## src/rtl/seconds_offset_to_calendar_date_macros.svh

```systemverilog
// ----------------------------------------------------------------------------
// seconds offset to calendar date: assertion macros
// concurrent checks sampled on the rising clock edge, masked during reset
// ----------------------------------------------------------------------------
`ifndef SECONDS_OFFSET_TO_CALENDAR_DATE_MACROS_SVH
`define SECONDS_OFFSET_TO_CALENDAR_DATE_MACROS_SVH

// same-cycle implication
`define SOCD_ASSERT_SAME(label, clk, rst_n, ante, cons) \
  label: assert property (@(posedge clk) disable iff (!rst_n) (ante) |-> (cons)) \
    else $error("socd same-cycle check failed");

// next-cycle implication
`define SOCD_ASSERT_NEXT(label, clk, rst_n, ante, cons) \
  label: assert property (@(posedge clk) disable iff (!rst_n) (ante) |=> (cons)) \
    else $error("socd next-cycle check failed");

`endif

```

## src/rtl/socd_pkg.sv

```systemverilog
// ----------------------------------------------------------------------------
// socd_pkg
// shared types, constants and the month length function for the date converter
// ----------------------------------------------------------------------------
`timescale 1ns / 1ps

package socd_pkg;

  // field and datapath widths
  localparam int unsigned OFFSET_W  = 32;
  localparam int unsigned DAYS_W    = 17;
  localparam int unsigned DIVISOR_W = 6;
  localparam int unsigned CFG_ADDR_W = 5;
  localparam int unsigned CFG_DATA_W = 32;

  // time unit constants
  localparam logic [5:0] SECS_PER_MIN  = 6'd60;
  localparam logic [5:0] MINS_PER_HOUR = 6'd60;
  localparam logic [5:0] HOURS_PER_DAY = 6'd24;
  localparam logic [3:0] MONTHS_PER_YEAR = 4'd12;

  // month numbers: January and the short months
  localparam logic [3:0] MON_JAN = 4'd1;
  localparam logic [3:0] MON_FEB = 4'd2;
  localparam logic [3:0] MON_APR = 4'd4;
  localparam logic [3:0] MON_JUN = 4'd6;
  localparam logic [3:0] MON_SEP = 4'd9;
  localparam logic [3:0] MON_NOV = 4'd11;

  // month lengths and two-digit leap rule
  localparam logic [7:0] LEAP_MASK     = 8'h03;
  localparam logic [4:0] MLEN_FEB      = 5'h1C;
  localparam logic [4:0] MLEN_FEB_LEAP = 5'h1D;
  localparam logic [4:0] MLEN_SHORT    = 5'h1E;
  localparam logic [4:0] MLEN_LONG     = 5'h1F;

  // configuration register indexes
  typedef enum logic [2:0] {
    REG_YEAR,
    REG_MONTH,
    REG_DAY,
    REG_HOUR,
    REG_MINUTE,
    REG_SECOND
  } cfg_reg_t;

  // sequencer states
  typedef enum logic [2:0] {
    ST_IDLE,
    ST_DIV,
    ST_CARRY,
    ST_WALK,
    ST_HOLD
  } state_t;

  // which constant division is running
  typedef enum logic [1:0] {
    DS_SEC,
    DS_MIN,
    DS_HOUR
  } div_stage_t;

  // divider control and status
  typedef struct packed {
    logic                 start;
    logic [DIVISOR_W-1:0] divisor;
  } div_req_t;

  typedef struct packed {
    logic                 done;
    logic [DIVISOR_W-1:0] rem;
  } div_rsp_t;

  // days in a month; out-of-range months count as long months
  function automatic logic [4:0] month_length(input logic [3:0] month,
                                              input logic [7:0] year);
    logic       leap;
    logic [4:0] len;
    leap = ((year & LEAP_MASK) == 8'd0) && (year != 8'd0);
    priority if (month == MON_FEB) begin
      len = leap ? MLEN_FEB_LEAP : MLEN_FEB;
    end else if (month == MON_APR || month == MON_JUN ||
                 month == MON_SEP || month == MON_NOV) begin
      len = MLEN_SHORT;
    end else begin
      len = MLEN_LONG;
    end
    return len;
  endfunction

endpackage

```

## src/rtl/socd_if.sv

```systemverilog
// ----------------------------------------------------------------------------
// socd_in_if / socd_out_if
// valid/ready channels carrying the seconds offset and the calendar result
// ----------------------------------------------------------------------------
`timescale 1ns / 1ps

interface socd_in_if;
  logic                            valid;
  logic                            ready;
  logic [socd_pkg::OFFSET_W-1:0]   offset_seconds;

  modport source (output valid, output offset_seconds, input ready);
  modport sink   (input valid, input offset_seconds, output ready);
endinterface

interface socd_out_if;
  logic       valid;
  logic       ready;
  logic [5:0] out_second;
  logic [5:0] out_minute;
  logic [4:0] out_hour;
  logic [4:0] out_day;
  logic [3:0] out_month;
  logic [7:0] out_year;

  modport source (output valid, output out_second, output out_minute, output out_hour,
                  output out_day, output out_month, output out_year, input ready);
  modport sink   (input valid, input out_second, input out_minute, input out_hour,
                  input out_day, input out_month, input out_year, output ready);
endinterface

```

## src/rtl/socd_cdiv.sv

```systemverilog
// ----------------------------------------------------------------------------
// socd_cdiv
// divider by 60 or 24 through reciprocal multiplication
// ----------------------------------------------------------------------------
`timescale 1ns / 1ps

module socd_cdiv (
  input  logic                          clk,
  input  logic                          rst_n,
  input  socd_pkg::div_req_t            req,
  input  logic [socd_pkg::OFFSET_W-1:0] dividend,
  output logic [socd_pkg::OFFSET_W-1:0] quotient,
  output socd_pkg::div_rsp_t            rsp
);
  import socd_pkg::*;

  localparam int unsigned PROD_W = 2 * OFFSET_W;

  // 60 = 4 * 15 and 24 = 8 * 3: drop the power of two, then multiply by the
  // rounded-up reciprocal of the odd factor, exact for any 32-bit dividend
  localparam logic [OFFSET_W-1:0] RECIP_15 = 32'h8888_8889;
  localparam logic [OFFSET_W-1:0] RECIP_3  = 32'hAAAA_AAAB;
  localparam int unsigned         POST_15  = 35;
  localparam int unsigned         POST_3   = 33;

  logic [OFFSET_W-1:0]    num_r;
  logic [OFFSET_W-1:0]    quo_r;
  logic [DIVISOR_W-1:0]   rem_r;
  logic [DIVISOR_W-1:0]   divisor_r;
  logic                   mul_r;
  logic                   sub_r;
  logic                   done_r;

  logic                   by_day;
  logic [OFFSET_W-1:0]    scaled;
  logic [OFFSET_W-1:0]    recip;
  logic [PROD_W-1:0]      prod;
  logic [OFFSET_W-1:0]    quo_nxt;
  logic [2*DIVISOR_W-1:0] back;
  logic [DIVISOR_W-1:0]   rem_nxt;

  // quotient: pre-shift, multiply by the reciprocal, keep the high bits
  always_comb begin
    by_day  = (divisor_r == HOURS_PER_DAY);
    scaled  = by_day ? (num_r >> 3) : (num_r >> 2);
    recip   = by_day ? RECIP_3 : RECIP_15;
    prod    = PROD_W'(scaled) * PROD_W'(recip);
    quo_nxt = by_day ? OFFSET_W'(prod >> POST_3) : OFFSET_W'(prod >> POST_15);
  end

  // remainder is below 64, so the low bits of dividend minus q*d suffice
  always_comb begin
    back    = {{DIVISOR_W{1'b0}}, quo_r[DIVISOR_W-1:0]} * {{DIVISOR_W{1'b0}}, divisor_r};
    rem_nxt = num_r[DIVISOR_W-1:0] - back[DIVISOR_W-1:0];
  end

  // step sequence: multiply, remainder, done pulse
  always_ff @(posedge clk) begin
    if (!rst_n) begin
      mul_r  <= 1'b0;
      sub_r  <= 1'b0;
      done_r <= 1'b0;
    end else begin
      mul_r  <= req.start;
      sub_r  <= mul_r;
      done_r <= sub_r;
    end
  end

  // operand and result registers
  always_ff @(posedge clk) begin
    if (req.start) begin
      num_r     <= dividend;
      divisor_r <= req.divisor;
    end
    if (mul_r) begin
      quo_r <= quo_nxt;
    end
    if (sub_r) begin
      rem_r <= rem_nxt;
    end
  end

  assign quotient = quo_r;
  assign rsp.done = done_r;
  assign rsp.rem  = rem_r;

endmodule

```

## src/rtl/seconds_offset_to_calendar_date.sv

```systemverilog
// ----------------------------------------------------------------------------
// seconds_offset_to_calendar_date
// adds a seconds offset to a programmed reference date and time
// ----------------------------------------------------------------------------
// Usage:
//   in_ch  : one transfer carries a 32-bit seconds offset
//   out_ch : one transfer carries second, minute, hour, day, month, year
//   cfg_*  : APB-style port holding the reference year, month, day, hour,
//            minute and second at byte addresses 0x00 to 0x14
// One item at a time. The offset goes through a shared reciprocal-multiply
// divider three times (by 60, by 60, by 24), then a carry step, then a walk
// step for each month boundary crossed and a last one when the walk stops
// inside a month. in_ch.ready is high only while the block is idle, so the
// next offset is taken in the cycle after the result transfer at the
// earliest. The result stays in its output registers until out_ch takes it;
// a stalled receiver holds the block busy. Reset returns the sequencer to
// idle, drops any result in flight and restores the reference date to year
// 0, January 1, 00:00:00.
// ----------------------------------------------------------------------------
`timescale 1ns / 1ps

module seconds_offset_to_calendar_date (
  input  logic                            clk,
  input  logic                            rst_n,
  socd_in_if.sink                         in_ch,
  socd_out_if.source                      out_ch,
  input  logic                            cfg_psel,
  input  logic                            cfg_penable,
  input  logic                            cfg_pwrite,
  input  logic [socd_pkg::CFG_ADDR_W-1:0] cfg_paddr,
  input  logic [socd_pkg::CFG_DATA_W-1:0] cfg_pwdata,
  output logic [socd_pkg::CFG_DATA_W-1:0] cfg_prdata,
  output logic                            cfg_pready
);
  import socd_pkg::*;

`include "seconds_offset_to_calendar_date_macros.svh"

  // reference registers
  logic [6:0] ref_year_r;
  logic [3:0] ref_month_r;
  logic [4:0] ref_day_r;
  logic [4:0] ref_hour_r;
  logic [5:0] ref_minute_r;
  logic [5:0] ref_second_r;

  // sequencer
  state_t     state_r, state_nxt;
  div_stage_t stage_r, stage_nxt;

  // working registers
  logic [5:0]        rsec_r;
  logic [5:0]        rmin_r;
  logic [4:0]        rhour_r;
  logic [DAYS_W-1:0] days_r;
  logic [5:0]        sec_r;
  logic [5:0]        min_r;
  logic [4:0]        hour_r;
  logic [4:0]        day_r;
  logic [3:0]        month_r;
  logic [7:0]        year_r;

  // divider hookup
  div_req_t            div_req;
  div_rsp_t            div_rsp;
  logic [OFFSET_W-1:0] div_dividend;
  logic [OFFSET_W-1:0] div_quo;

  logic     in_xfer;
  logic     out_xfer;
  logic     cfg_wr;
  cfg_reg_t cfg_idx;

  assign in_xfer  = in_ch.valid && in_ch.ready;
  assign out_xfer = out_ch.valid && out_ch.ready;

  socd_cdiv u_cdiv (
    .clk      (clk),
    .rst_n    (rst_n),
    .req      (div_req),
    .dividend (div_dividend),
    .quotient (div_quo),
    .rsp      (div_rsp)
  );

  // configuration port
  assign cfg_pready = 1'b1;
  assign cfg_wr     = cfg_psel && cfg_penable && cfg_pwrite && cfg_pready;
  assign cfg_idx    = cfg_reg_t'(cfg_paddr[4:2]);

  always_ff @(posedge clk) begin
    if (!rst_n) begin
      ref_year_r   <= 7'd0;
      ref_month_r  <= MON_JAN;
      ref_day_r    <= 5'd1;
      ref_hour_r   <= 5'd0;
      ref_minute_r <= 6'd0;
      ref_second_r <= 6'd0;
    end else if (cfg_wr) begin
      unique case (cfg_idx)
        REG_YEAR:   ref_year_r   <= cfg_pwdata[6:0];
        REG_MONTH:  ref_month_r  <= cfg_pwdata[3:0];
        REG_DAY:    ref_day_r    <= cfg_pwdata[4:0];
        REG_HOUR:   ref_hour_r   <= cfg_pwdata[4:0];
        REG_MINUTE: ref_minute_r <= cfg_pwdata[5:0];
        REG_SECOND: ref_second_r <= cfg_pwdata[5:0];
        default: ;
      endcase
    end
  end

  // register readback
  always_comb begin
    unique case (cfg_idx)
      REG_YEAR:   cfg_prdata = CFG_DATA_W'(ref_year_r);
      REG_MONTH:  cfg_prdata = CFG_DATA_W'(ref_month_r);
      REG_DAY:    cfg_prdata = CFG_DATA_W'(ref_day_r);
      REG_HOUR:   cfg_prdata = CFG_DATA_W'(ref_hour_r);
      REG_MINUTE: cfg_prdata = CFG_DATA_W'(ref_minute_r);
      REG_SECOND: cfg_prdata = CFG_DATA_W'(ref_second_r);
      default:    cfg_prdata = '0;
    endcase
  end

  // carry ripple from seconds into the day count
  logic [6:0] s_sum, s_fix, m_sum, m_fix;
  logic [5:0] h_sum, h_fix;
  logic       s_c, m_c, h_c;

  always_comb begin
    s_sum = {1'b0, rsec_r} + {1'b0, ref_second_r};
    s_c   = s_sum >= 7'(SECS_PER_MIN);
    s_fix = s_c ? s_sum - 7'(SECS_PER_MIN) : s_sum;
    m_sum = {1'b0, rmin_r} + {1'b0, ref_minute_r} + 7'(s_c);
    m_c   = m_sum >= 7'(MINS_PER_HOUR);
    m_fix = m_c ? m_sum - 7'(MINS_PER_HOUR) : m_sum;
    h_sum = {1'b0, rhour_r} + {1'b0, ref_hour_r} + 6'(m_c);
    h_c   = h_sum >= HOURS_PER_DAY;
    h_fix = h_c ? h_sum - HOURS_PER_DAY : h_sum;
  end

  // one month of the day walk
  logic [4:0] mlen;
  logic [5:0] span;
  logic [5:0] excess;
  logic       past_end;
  logic       leaves_month;

  always_comb begin
    mlen         = month_length(month_r, year_r);
    span         = {1'b0, mlen} - {1'b0, day_r} + 6'd1;
    excess       = {1'b0, day_r} - {1'b0, mlen} - 6'd1;
    past_end     = {1'b0, day_r} > ({1'b0, mlen} + 6'd1);
    leaves_month = past_end || (days_r >= DAYS_W'(span));
  end

  // sequencer next state and divider control
  always_comb begin
    state_nxt        = state_r;
    stage_nxt        = stage_r;
    div_req.start    = 1'b0;
    div_req.divisor  = SECS_PER_MIN;
    div_dividend     = div_quo;
    unique case (state_r)
      ST_IDLE: begin
        div_dividend = in_ch.offset_seconds;
        if (in_xfer) begin
          div_req.start = 1'b1;
          stage_nxt     = DS_SEC;
          state_nxt     = ST_DIV;
        end
      end
      ST_DIV: begin
        if (div_rsp.done) begin
          unique case (stage_r)
            DS_SEC: begin
              div_req.start   = 1'b1;
              div_req.divisor = MINS_PER_HOUR;
              stage_nxt       = DS_MIN;
            end
            DS_MIN: begin
              div_req.start   = 1'b1;
              div_req.divisor = HOURS_PER_DAY;
              stage_nxt       = DS_HOUR;
            end
            default: begin
              state_nxt = ST_CARRY;
            end
          endcase
        end
      end
      ST_CARRY: begin
        state_nxt = ST_WALK;
      end
      ST_WALK: begin
        if (days_r == '0) begin
          state_nxt = ST_HOLD;
        end
      end
      ST_HOLD: begin
        if (out_xfer) begin
          state_nxt = ST_IDLE;
        end
      end
      default: begin
        state_nxt = ST_IDLE;
      end
    endcase
  end

  always_ff @(posedge clk) begin
    if (!rst_n) begin
      state_r <= ST_IDLE;
      stage_r <= DS_SEC;
    end else begin
      state_r <= state_nxt;
      stage_r <= stage_nxt;
    end
  end

  // datapath registers
  always_ff @(posedge clk) begin
    unique case (state_r)
      ST_DIV: begin
        if (div_rsp.done) begin
          unique case (stage_r)
            DS_SEC: rsec_r <= div_rsp.rem;
            DS_MIN: rmin_r <= div_rsp.rem;
            default: begin
              rhour_r <= div_rsp.rem[4:0];
              days_r  <= div_quo[DAYS_W-1:0];
            end
          endcase
        end
      end
      ST_CARRY: begin
        sec_r   <= s_fix[5:0];
        min_r   <= m_fix[5:0];
        hour_r  <= h_fix[4:0];
        days_r  <= days_r + DAYS_W'(h_c);
        year_r  <= {1'b0, ref_year_r};
        month_r <= ref_month_r;
        day_r   <= ref_day_r;
      end
      ST_WALK: begin
        if (days_r != '0) begin
          if (leaves_month) begin
            if (past_end) begin
              days_r <= days_r + DAYS_W'(excess);
            end else begin
              days_r <= days_r - DAYS_W'(span);
            end
            if (month_r >= MONTHS_PER_YEAR) begin
              month_r <= MON_JAN;
              year_r  <= year_r + 8'd1;
            end else begin
              month_r <= month_r + 4'd1;
            end
            day_r <= 5'd1;
          end else begin
            day_r  <= day_r + days_r[4:0];
            days_r <= '0;
          end
        end
      end
      default: ;
    endcase
  end

  // result channel
  assign in_ch.ready       = (state_r == ST_IDLE);
  assign out_ch.valid      = (state_r == ST_HOLD);
  assign out_ch.out_second = sec_r;
  assign out_ch.out_minute = min_r;
  assign out_ch.out_hour   = hour_r;
  assign out_ch.out_day    = day_r;
  assign out_ch.out_month  = month_r;
  assign out_ch.out_year   = year_r;

  // checks
  `SOCD_ASSERT_SAME(a_no_accept_while_result, clk, rst_n, out_ch.valid, !in_ch.ready)
  `SOCD_ASSERT_NEXT(a_accept_starts_div, clk, rst_n, in_xfer, state_r == ST_DIV)
  `SOCD_ASSERT_SAME(a_div_done_in_div, clk, rst_n, div_rsp.done, state_r == ST_DIV)
  `SOCD_ASSERT_NEXT(a_walk_end_shows, clk, rst_n, state_r == ST_WALK && days_r == '0, out_ch.valid)

endmodule
```

## src/flat_wrapper.sv

```systemverilog
// flat-port wrapper written by rule: the top's interface ports become plain ports
module seconds_offset_to_calendar_date_flat import socd_pkg::*;
  (clk, rst_n, cfg_psel, cfg_penable, cfg_pwrite, cfg_paddr, cfg_pwdata, cfg_prdata, cfg_pready, in_ch_valid, in_ch_offset_seconds, in_ch_ready, out_ch_valid, out_ch_out_second, out_ch_out_minute, out_ch_out_hour, out_ch_out_day, out_ch_out_month, out_ch_out_year, out_ch_ready);
  socd_in_if in_ch_i ();
  socd_out_if out_ch_i ();
  input  logic clk;
  input  logic rst_n;
  input  logic cfg_psel;
  input  logic cfg_penable;
  input  logic cfg_pwrite;
  input  logic [socd_pkg::CFG_ADDR_W-1:0] cfg_paddr;
  input  logic [socd_pkg::CFG_DATA_W-1:0] cfg_pwdata;
  output logic [socd_pkg::CFG_DATA_W-1:0] cfg_prdata;
  output logic cfg_pready;
  input wire logic [$bits(in_ch_i.valid)-1:0] in_ch_valid;
  input wire logic [$bits(in_ch_i.offset_seconds)-1:0] in_ch_offset_seconds;
  output wire logic [$bits(in_ch_i.ready)-1:0] in_ch_ready;
  output wire logic [$bits(out_ch_i.valid)-1:0] out_ch_valid;
  output wire logic [$bits(out_ch_i.out_second)-1:0] out_ch_out_second;
  output wire logic [$bits(out_ch_i.out_minute)-1:0] out_ch_out_minute;
  output wire logic [$bits(out_ch_i.out_hour)-1:0] out_ch_out_hour;
  output wire logic [$bits(out_ch_i.out_day)-1:0] out_ch_out_day;
  output wire logic [$bits(out_ch_i.out_month)-1:0] out_ch_out_month;
  output wire logic [$bits(out_ch_i.out_year)-1:0] out_ch_out_year;
  input wire logic [$bits(out_ch_i.ready)-1:0] out_ch_ready;
  assign in_ch_i.valid = in_ch_valid;
  assign in_ch_i.offset_seconds = in_ch_offset_seconds;
  assign in_ch_ready = in_ch_i.ready;
  assign out_ch_valid = out_ch_i.valid;
  assign out_ch_out_second = out_ch_i.out_second;
  assign out_ch_out_minute = out_ch_i.out_minute;
  assign out_ch_out_hour = out_ch_i.out_hour;
  assign out_ch_out_day = out_ch_i.out_day;
  assign out_ch_out_month = out_ch_i.out_month;
  assign out_ch_out_year = out_ch_i.out_year;
  assign out_ch_i.ready = out_ch_ready;
  seconds_offset_to_calendar_date u_core (.clk(clk), .rst_n(rst_n), .in_ch(in_ch_i), .out_ch(out_ch_i), .cfg_psel(cfg_psel), .cfg_penable(cfg_penable), .cfg_pwrite(cfg_pwrite), .cfg_paddr(cfg_paddr), .cfg_pwdata(cfg_pwdata), .cfg_prdata(cfg_prdata), .cfg_pready(cfg_pready));
endmodule
```

## config.mk

```make
export PLATFORM = sky130hd
export DESIGN_NAME = seconds_offset_to_calendar_date_flat
export DESIGN_NICKNAME = d
export VERILOG_FILES = /design/src/rtl/socd_pkg.sv /design/src/rtl/socd_if.sv /design/src/rtl/socd_cdiv.sv /design/src/rtl/seconds_offset_to_calendar_date.sv /design/src/flat_wrapper.sv
export VERILOG_INCLUDE_DIRS = /design/src /design/src/rtl
export SDC_FILE = /design/constraint.sdc
export NUM_CORES = 1
export LEC_CHECK = 0
export BUFFER_PORTS_ARGS = -buffer_cell sky130_fd_sc_hd__buf_2
export CAP_MARGIN = 15
export CORE_ASPECT_RATIO = 0.8
export CORE_MARGIN = 3
export CORE_UTILIZATION = 58
export CTS_CLUSTER_SIZE = 10
export DETAILED_ROUTE_END_ITERATION = 16
export MAX_ROUTING_LAYER = met4
export PLACE_DENSITY = 0.8
export SLEW_MARGIN = 40
export SYNTH_ARGS = -nofsm -noshare
export SYNTH_HDL_FRONTEND = slang
export SYNTH_SLANG_ARGS = --single-unit
```

## constraint.sdc

```tcl
create_clock -name clk -period 7.7 [get_ports clk]
set_input_delay 1.155 -clock clk [delete_from_list [all_inputs] [get_ports clk]]
set_output_delay 1.155 -clock clk [all_outputs]
set_load 0.02 [all_outputs]
```

==> flow_summary_export.csv, run 1 <==
group,metric,value,unit
run_status,status,"finished, violations left",
run_status,violations,"setup timing",
setup_path,slowest_delay,660,ps
setup_path,r2r_cells,28,
cells_and_area,syn2layout_area_growth,21.16,%
drt,drt_iter0_drc,1602,
timing,max_clock_freq,126.8,MHz
clock_network,h-tree-depth,4,
global_route,grt_pass1_vias,19120,
flow_run,max-cap-violations,0,
floorplanning,rows,64,
clock_network,cts.sinks,177,
setup_path,slowest_stage,"fa_2",
clock_network,clk_pin_slew,70,ps
yosys,syn-cell-area,0.02324,sq mm
yosys,yosysSeqAreaShare,0.2110,
setup_path,worstSetupPathType,"flop to flop",
timing,layout_min_cycle_time,7889,ps
global_route,grt_max_degree,41,
clock_network,cts-buffers-inserted,17,
placed_design,pre_cts_ws,-721.3,ps
yosys,yosys_warnings,0,
setup_path,worst_r2r_endpoint,"u_core.u_cdiv.quotient[24]",
placed_design,io_buffers,91,
yosys,async_flop_share,0,
timing,tightest_slew,791.9,ps
floorplanning,die_x,229.8,microns
cells_and_area,post-route-util,0.7235,
setup_path,critPathMaxFanout,8,
setup_path,crit_arrival,8160,ps
timing,hold_viol_final,0,
cells_and_area,finalNetCount,3366,
timing,setup_viol,20,
global_route,overflow,0,
setup_path,crit_path_end,"u_core.u_cdiv.quotient[24]",
yosys,synth_edf_count,136,
drt,viasPerCell,5.740,
global_route,antenna_found_initial,4,
timing,grt_setup_unrepaired,"yes",
drt,wl,64830,microns
timing,slew_violations,0,
floorplanning,ioPinCount,145,
setup_path,r2r-start,"u_core.u_cdiv.divisor_r[2]",
yosys,ys.flop_type,"edfxtp_1",
clock_network,postCtsHoldBufs,0,
yosys,yosysUniqueCellTypes,80,
placed_design,gp_congestion,0.9957,
yosys,postSynthCellCount,2298,
floorplanning,start_util,0.5972,
cells_and_area,drive_gt1_frac,0.2514,
clock_network,cts_tree,"yes",
clock_network,clk_latency,450,ps
clock_network,clock_path_buffers,2,
timing,skew,12.09,ps
timing,min_period_over_period,1.025,
drt,wire_per_inst,20.20,microns
floorplanning,die-area,0.04252,sq mm
floorplanning,die_h,185.0,microns
global_route,grt_pass1_wl,101800,microns
min_path,hold_path_class,"flop to flop",
drt,vias,18420,
yosys,ys_seq_elements,177,
drt,drt_pass1_iterations,6,
setup_path,critical_path_required,7970,ps
drt,remaining_drc_errors,0,
floorplanning,core,0.03892,sq mm
setup_path,setup.worst_path.end_class,"flop",
timing,maxSlewHeadroom,0.4710,
setup_path,ff2ff_setup_slack,-190,ps
drt,ant_nets,0,
clock_network,cts_root_buf,"clkbuf_16",
setup_path,start_kind,"flop",
timing,worst_slack,-189.0,ps
setup_path,startpoint,"u_core.u_cdiv.divisor_r[2]",
global_route,grt.total_usage,0.3167,
placed_design,dp_hpwl,53520,microns
yosys,avgSynthCellArea,10.11,sq um
cells by family after synthesis:
logic type,after synthesis,synth area share
xor+xnor,100,0.03828
other cells,2,0.0003231
flops,177,0.2110
compound gates,349,0.1009
mux,94,0.04361
fa+ha+maj,626,0.4213
simple gates,424,0.09524
buf+inv,526,0.08926
critical path: cells and delay by family, from the launching register on:
family | cells | cell delay (ps)
buf+inv | 9 | 920
fa+ha+maj | 9 | 4110
compound gates | 5 | 950
simple gates | 5 | 1280
flops | 1 | 420
registers in the layout (all words and copies together) (netlist names), 3 cells and up:
| name | flops |
|---|---|
| u_core.days_r | 17 |
| u_core.out_ch.out_day | 5 |
| u_core.out_ch.out_hour | 5 |
| u_core.out_ch.out_minute | 6 |
| u_core.out_ch.out_month | 4 |
| u_core.out_ch.out_second | 6 |
| u_core.out_ch.out_year | 8 |
| u_core.ref_day_r | 5 |
| u_core.ref_hour_r | 5 |
| u_core.ref_minute_r | 6 |
| u_core.ref_month_r | 4 |
| u_core.ref_second_r | 6 |
| u_core.ref_year_r | 7 |
| u_core.rhour_r | 5 |
| u_core.rmin_r | 6 |
| u_core.rsec_r | 6 |
| u_core.state_r | 3 |
| u_core.u_cdiv.num_r | 32 |
| u_core.u_cdiv.quotient | 29 |
| u_core.u_cdiv.rem_r | 6 |
what timing repair did:
item / 4_1_cts / 5_1_grt
pin swaps: 83 / 71
cloned: 2 / 1
gates resized for setup: 130 / 99
buffers inserted: 15 / 13
endpoints found under the setup margin: 29 / 31
worst min-delay path by stage:
stage / depth (start not counted) / endpoint / start / slack [ps]
after floorplan: 0 / u_core.rmin_r[5] / u_core.u_cdiv.rem_r[5] / 420
after global placement: 2 / u_core.ref_minute_r[0] / u_core.ref_minute_r[0] / 500
after detailed placement: 2 / u_core.stage_r[1] / u_core.stage_r[1] / 510
after CTS: 2 / u_core.stage_r[1] / u_core.stage_r[1] / 520
after global routing: 0 / u_core.rhour_r[2] / u_core.u_cdiv.rem_r[2] / 540
final: 2 / u_core.stage_r[1] / u_core.stage_r[1] / 530
synth_stat cells (16+ instances only):
master	n	area, sq um
nand3_1	38	190.2
xor2_1	37	324.1
mux2_2	48	540.5
a22oi_1	16	120.1
fa_1	261	5225
nand2_1	112	420.4
nor3_1	18	90.09
a21oi_1	72	360.4
nor2b_1	70	437.9
inv_1	435	1633
and3_1	24	150.1
a31oi_1	21	131.4
mux2i_1	45	450.4
edfxtp_1	136	4084
o21ai_1	17	85.08
and2_1	23	143.9
dfxtp_1	41	820.8
nor2_1	62	232.7
clkbuf_1	51	191.4
xnor2_1	62	543.0
o21ai_0	49	245.2
buf_4	26	195.2
ha_1	365	4567
a21o_1	74	555.5
metrics by stage:
step | TNS, ps | cells | cell area, sq um | hold WS (ps)
after floorplan | 0 | 2323 | 23340 | 421.5
after global routing | -6225 | 3209 | 28160 | 542.6
after detailed placement | -11210 | 3145 | 26260 | 510.3
after CTS | -730.0 | 3194 | 27580 | 520.5
after global placement | -9186 | 3145 | 26260 | 500.1
final | -1689 | 3209 | 28160 | 525.5
layer usage:
layer,GRT usage,part of all wire
met2,0.4786,0.45
met4,0.05658,0.019
met5,-,0
met3,0.07119,0.094
met1,0.4462,0.44
placed cells by master (no fill, tap or decap), drive strengths merged, types with 27 or more instances in the layout:
| cell type | count |
|---|---|
| a21o | 74 |
| a21oi | 72 |
| buf | 409 |
| conb | 27 |
| dfxtp | 41 |
| edfxtp | 136 |
| fa | 261 |
| ha | 365 |
| inv | 441 |
| mux2 | 48 |
| mux2i | 45 |
| nand2 | 112 |
| nand3 | 38 |
| nor2 | 62 |
| nor2b | 70 |
| o21ai | 66 |
| xnor2 | 62 |
| xor2 | 37 |
layout make-up:
type / instances / area [sq um]
multi-input combinational: 1620 / 17350
fill: 2793 / 10760
sequential: 177 / 4906
timing repair buffer: 411 / 3002
inverter: 437 / 1648
tap: 528 / 660.6
clock buffer: 19 / 432.9
clock inverter: 13 / 146.4
antenna: 4 / 10.01
Power of run 1 is left out: the tool's default activity adds up to more than one toggle a clock period on the data nets, which glitch-free logic cannot reach.
==> run 2, diff against run 1 <==
--- a/config.mk
+++ b/config.mk
@@ -8,7 +8,6 @@
 export LEC_CHECK = 0
 export BUFFER_PORTS_ARGS = -buffer_cell sky130_fd_sc_hd__buf_2
 export CAP_MARGIN = 15
-export CORE_ASPECT_RATIO = 0.8
 export CORE_MARGIN = 3
 export CORE_UTILIZATION = 58
 export CTS_CLUSTER_SIZE = 10
==> run 2 against run 1 <==
Effect of this change: the flow still finishes with violations (setup timing); via count up 0.73%; setup slack worse by 6.1 ps; critical path depth up 1; wire length up 4.5%; first-iteration DRC count down 9.3%; critical path type unchanged.
==> flow_summary_export.csv, run 2 (synthesized netlist as in run 1, its figures left out) <==
group,metric,value,unit
setup_path,r2r-start,"u_core.u_cdiv.divisor_r[2]",
timing,skew,14.07,ps
clock_network,clk_pin_slew,80,ps
timing,tightest_slew,826.2,ps
cells_and_area,post-route-util,0.7378,
timing,grt_setup_unrepaired,"yes",
setup_path,critPathMaxFanout,8,
cells_and_area,largest_reg_flops,32,
global_route,grt_pass1_vias,19290,
setup_path,worstSetupPathType,"flop to flop",
floorplanning,start_util,0.5944,
floorplanning,rows,72,
timing,slew_violations,0,
drt,vias,18560,
drt,wl_met2,33920,microns
drt,drt_pass1_iterations,6,
global_route,overflow,0,
cells_and_area,drive_gt1_frac,0.2833,
placed_design,gp_congestion,1.078,
clock_network,cts.sinks,177,
global_route,grt_pass1_wl,101900,microns
clock_network,cts_tree,"yes",
timing,setup_viol,21,
timing,layout_min_cycle_time,7895,ps
flow_run,max-cap-violations,0,
floorplanning,ioPinCount,145,
setup_path,slowest_delay,640,ps
setup_path,r2r_cells,29,
timing,worst_slack,-195.1,ps
placed_design,dp_hpwl,54110,microns
drt,remaining_drc_errors,0,
min_path,hold_path_class,"flop to flop",
cells_and_area,multi_input_area,0.01784,sq mm
setup_path,crit_arrival,8090,ps
placed_design,io_buffers,91,
drt,routed.top_layer,"met4",
global_route,antenna_found_initial,1,
cells_and_area,syn2layout_area_growth,24.11,%
drt,drt_iter0_drc,1453,
drt,wl_met3,3955,microns
clock_network,h-tree-depth,4,
cells_and_area,top_register,"u_core.u_cdiv.num_r",
timing,min_period_over_period,1.025,
drt,wire_per_inst,21.06,microns
clock_network,clk_latency,440,ps
setup_path,setup.worst_path.end_class,"flop",
min_path,hold_path_depth,0,
drt,viasPerCell,5.768,
setup_path,ff2ff_setup_slack,-200,ps
drt,ant_nets,0,
drt,wl_met1,27280,microns
run_status,status,"finished, violations left",
cells_and_area,layout_common_cells,"392 x inv_1, 328 x ha_1, 313 x buf_4, 221 x fa_1, 136 x edfxtp_1",
floorplanning,die_x,206.2,microns
clock_network,cts_root_buf,"clkbuf_16",
setup_path,worst_r2r_endpoint,"u_core.u_cdiv.quotient[6]",
setup_path,start_kind,"flop",
floorplanning,core,0.03910,sq mm
floorplanning,die_h,206.2,microns
drt,wl,67740,microns
min_path,hp-start,"u_core.u_cdiv.rem_r[0]",
cells_and_area,final_common_cell,"inv_1",
cells_and_area,finalNetCount,3386,
run_status,violations,"setup timing",
setup_path,critical_path_required,7890,ps
cells_and_area,fill_cells,2628,
timing,hold_viol_final,0,
global_route,grt.total_usage,0.3221,
min_path,hold_path_end,"u_core.rmin_r[0]",
global_route,grt_max_degree,41,
clock_network,postCtsHoldBufs,0,
clock_network,cts-buffers-inserted,17,
timing,maxSlewHeadroom,0.4492,
floorplanning,die-area,0.04251,sq mm
cells_and_area,seq_area,0.004906,sq mm
clock_network,clock_path_buffers,2,
timing,max_clock_freq,126.7,MHz
setup_path,slowest_stage,"fa_2",
-- run 2: cell count changes in the layout (fill, tap and decap cells not counted), moves of 8 or more --
cell / previous run / this run
inv_2: 20 / 42
inv_1: 412 / 392
ha_1: 344 / 328
buf_4: 298 / 313
ha_4: 17 / 32
fa_1: 230 / 221
fa_2: 31 / 40
nand2_2: 1 / 9
-- run 2: routing by layer --
layer | up-vias | global-route usage
li1 | 8472 | -
met1 | 9221 | 0.3949
met2 | 700 | 0.5625
met3 | 162 | 0.03749
met4 | 0 | 0.09745
met5 | - | -
-- run 2: layout make-up --
| class | count | area share |
|---|---|---|
| multi-input cells | 1620 | 0.6186 |
| flip-flops and latches | 177 | 0.1701 |
| repair buffers | 431 | 0.1117 |
| inverters | 437 | 0.05700 |
| well taps | 518 | 0.02247 |
| clock buffers | 20 | 0.01588 |
| clock inverters | 12 | 0.004077 |
| diodes | 2 | 0.0001735 |
-- run 2: worst max-delay path by stage --
stage                                from  cells after the start                          to  slack (ps)
4_1_cts        u_core.u_cdiv.divisor_r[2]                     27  u_core.u_cdiv.quotient[24]        -140
2_1_floorplan  u_core.u_cdiv.divisor_r[2]                     27  u_core.u_cdiv.quotient[19]           6
6_report       u_core.u_cdiv.divisor_r[2]                     29   u_core.u_cdiv.quotient[6]        -200
3_5_place_dp   u_core.u_cdiv.divisor_r[2]                     24  u_core.u_cdiv.quotient[26]        -660
3_3_place_gp   u_core.u_cdiv.divisor_r[2]                     24  u_core.u_cdiv.quotient[26]        -510
5_1_grt        u_core.u_cdiv.divisor_r[2]                     31  u_core.u_cdiv.quotient[26]        -330
-- run 2: repair_timing --
| action | 4_1_cts | 5_1_grt |
|---|---|---|
| setup buffers | 27 | 27 |
| endpoints found under the setup margin | 29 | 30 |
| pin swaps | 91 | 151 |
| resized for setup | 183 | 156 |
| cloned | 3 | 2 |
-- run 2: stage by stage --
stage	cells	hold WS [ps]	setup TNS [ps]	setup slack (ps)	area, sq um
2_1_floorplan	2323	421.5	0	6.240	23340
3_3_place_gp	3131	479.0	-9520	-505.5	26210
3_5_place_dp	3131	492.5	-12910	-656.2	26210
4_1_cts	3192	500.9	-1084	-143.5	27900
5_1_grt	3215	505.4	-5828	-333.3	28840
6_report	3217	509.8	-2348	-195.1	28850
-- run 2: worst max-delay path: cells and delay by family (launching register included) --
family                     cells  cell delay, ps
adders and majority gates      9            4030
AOI/OAI and AO/OA              5            1100
buffers and inverters          9             940
and+or+nand+nor                4             660
DFF                            1             420
muxes                          1             290
xor gates and xnor gates       1             190
Power of run 2 is left out for the same reason.
==> run 3, diff against run 2 <==
--- a/config.mk
+++ b/config.mk
@@ -8,6 +8,7 @@
 export LEC_CHECK = 0
 export BUFFER_PORTS_ARGS = -buffer_cell sky130_fd_sc_hd__buf_2
 export CAP_MARGIN = 15
+export CORE_ASPECT_RATIO = 0.6
 export CORE_MARGIN = 3
 export CORE_UTILIZATION = 58
 export CTS_CLUSTER_SIZE = 10
@@ -17,4 +18,5 @@
 export SLEW_MARGIN = 40
 export SYNTH_ARGS = -nofsm -noshare
 export SYNTH_HDL_FRONTEND = slang
+export SYNTH_HIERARCHICAL = 1
 export SYNTH_SLANG_ARGS = --single-unit
==> run 3 against run 2 <==
Effect of this change: the flow still finishes with violations (setup timing); wire length is 5.8% higher; first-iteration DRC count up 23%; critical path type unchanged; die area is 2.7% higher; non-clock buffer count increased by 49; synthesized area rose by 2.6%.
==> flow_summary_export.csv, run 3 <==
group,metric,value,unit
run_status,status,"finished, violations left",
run_status,violations,"setup timing",
setup_path,worstSetupPathType,"flop to flop",
cells_and_area,syn2layout_area_growth,24.13,%
drt,vias,19430,
clock_network,cts-buffers-inserted,17,
yosys,synth_top_area_share,0.2066,
floorplanning,core,0.03980,sq mm
setup_path,crit_top_cell,"fa_1",
cells_and_area,final_common_cell,"buf_4",
drt,wire_per_inst,21.56,microns
placed_design,dp.cells,3246,
timing,grt_setup_unrepaired,"yes",
yosys,yosysSeqAreaShare,0.2121,
placed_design,dp_hpwl,58320,microns
timing,maxSlewHeadroom,0.4625,
yosys,avgSynthCellArea,10.13,sq um
clock_network,cts_tree,"yes",
global_route,grt_pass1_vias,19760,
yosys,yosysUniqueCellTypes,82,
clock_network,cts.sinks,182,
floorplanning,die-area,0.04365,sq mm
flow_run,max-cap-violations,0,
drt,ant_nets,0,
yosys,synth.area.top_cells,"fa_1 21%, ha_1 20%, edfxtp_1 18%",
setup_path,slowest_stage,"fa_1",
clock_network,clk_latency,450,ps
cells_and_area,top_register,"u_core/u_cdiv/num_r",
drt,drt_iter0_drc,1790,
clock_network,clock_path_buffers,2,
yosys,yosysMostFrequentCell,"ha_1",
floorplanning,rows,56,
timing,min_period_over_period,1.121,
drt,drt_pass1_iterations,5,
clock_network,clk_pin_slew,80,ps
placed_design,io_buffers,91,
cells_and_area,post-route-util,0.7435,
global_route,grt_pass1_wl,108500,microns
clock_network,h-tree-depth,4,
yosys,postSynthCellCount,2353,
yosys,synth_edf_count,141,
yosys,syn-cell-area,0.02384,sq mm
cells_and_area,fill_cells,2731,
timing,whs,553.2,ps
setup_path,setup.worst_path.end_class,"flop",
floorplanning,die_h,163.0,microns
global_route,grt.total_usage,0.3368,
min_path,hold_path_class,"flop to flop",
setup_path,slowest_delay,590,ps
global_route,antenna_found_initial,1,
cells_and_area,layout_common_cells,"355 x buf_4, 348 x ha_1, 345 x inv_1, 210 x fa_1, 141 x edfxtp_1",
cells_and_area,finalNonFillerCells,3324,
floorplanning,start_util,0.5989,
timing,skew,16.54,ps
timing,tightest_slew,805.2,ps
global_route,grt_max_degree,42,
floorplanning,ioPinCount,145,
yosys,synthTopCellsByCount,"386 x ha_1, 363 x inv_1, 246 x fa_1, 147 x nand2_1, 141 x edfxtp_1",
cells_and_area,finalNetCount,3496,
drt,wl,71670,microns
setup_path,crit_arrival,8820,ps
drt,viasPerCell,5.846,
setup_path,critPathMaxFanout,4,
timing,layout_min_cycle_time,8634,ps
yosys,async_flop_share,0,
timing,worst_slack,-934.2,ps
yosys,ys_seq_elements,182,
yosys,yosysTopAreaCell,"fa_1",
floorplanning,die_x,267.7,microns
timing,setup_viol,29,
global_route,overflow,0,
setup_path,start_kind,"flop",
clock_network,cts_root_buf,"clkbuf_16",
timing,max_clock_freq,115.8,MHz
yosys,yosys_warnings,6,
cells_and_area,largest_reg_flops,32,
cells_and_area,drive_gt1_frac,0.2806,
placed_design,gp_congestion,1.018,
yosys,ys.flop_type,"edfxtp_1",
placed_design,pre_cts_ws,-942.2,ps
timing,slew_violations,0,
drt,remaining_drc_errors,0,
timing,hold_viol_final,0,
setup_path,critical_path_required,7890,ps
==> run 3: cell count changes after synthesis, moves of 20 or more <==
cell     before  now
nor2b_1      70   44
nand2_1     112  147
a21oi_1      72   92
inv_1       435  363
xor2_1       37   58
o21ai_0      49   72
ha_1        365  386
==> run 3: area by class of cell <==
type	instances	area, sq um	share of cell area
timing repair buffer	480	3551	0.1200
tap	522	653.1	0.02207
sequential	182	5055	0.1708
antenna	1	2.502	0.00008457
clock buffer	21	493.0	0.01666
clock inverter	11	126.4	0.004271
inverter	363	1365	0.04613
multi-input combinational	1744	18340	0.6199
==> run 3: final timing paths <==
path                                                   end                        from  cells past startpoint  slack, ps
worst min-delay path               u_core/u_cdiv/num_r[28]  u_core/u_cdiv/quotient[28]                      1        550
worst max register to register  u_core/u_cdiv/quotient[22]  u_core/u_cdiv/divisor_r[0]                     32       -930
worst max-delay path            u_core/u_cdiv/quotient[22]  u_core/u_cdiv/divisor_r[0]                     32       -930
worst min register to register     u_core/u_cdiv/num_r[28]  u_core/u_cdiv/quotient[28]                      1        550
==> run 3: per-stage QoR <==
step	cell area, sq um	TNS, ps
floorplan	24200	-5583
global placement	27370	-17730
detailed placement	27390	-22410
CTS	28910	-18010
global route	29590	-27240
finish	29590	-21960
==> run 3: layer usage <==
layer	track usage	up-vias	wire length (microns)
met5	-	-	0
met4	0.06114	0	1182
met3	0.1129	94	8355
met2	0.4666	860	29990
met1	0.4840	9652	32150
li1	-	8827	-
==> run 3: cells by family (layout without fill, tap and decap cells) <==
logic type / count (synthesis) / after routing / share of synthesized area
buffers and inverters: 459 / 875 / 0.07784
other: 4 / 37 / 0.0006297
AOI/OAI and AO/OA: 378 / 378 / 0.1052
DFF: 182 / 182 / 0.2121
muxes: 104 / 104 / 0.04672
adders and majority gates: 632 / 632 / 0.4092
xor gates and xnor gates: 133 / 133 / 0.04887
and+or+nand+nor: 461 / 461 / 0.09942
==> run 3: timing repair <==
item | 4_1_cts | 5_1_grt
gates resized for setup | 138 | 99
buffers inserted | 27 | 20
endpoints found under the setup margin | 29 | 36
pin swaps | 92 | 81
hold buffers | 0 | 0
==> run 3: critical path: cells and delay by family, from the launching register on <==
kind	cells	cell delay, ps
adder cells (fa/ha/maj)	9	4100
AND/OR/NAND/NOR	6	1610
buffers and inverters	11	1020
AO/OA/AOI/OAI	4	850
flip-flops	1	400
XOR/XNOR	1	280
multiplexers	1	130
Power of run 3 is left out for the same reason.
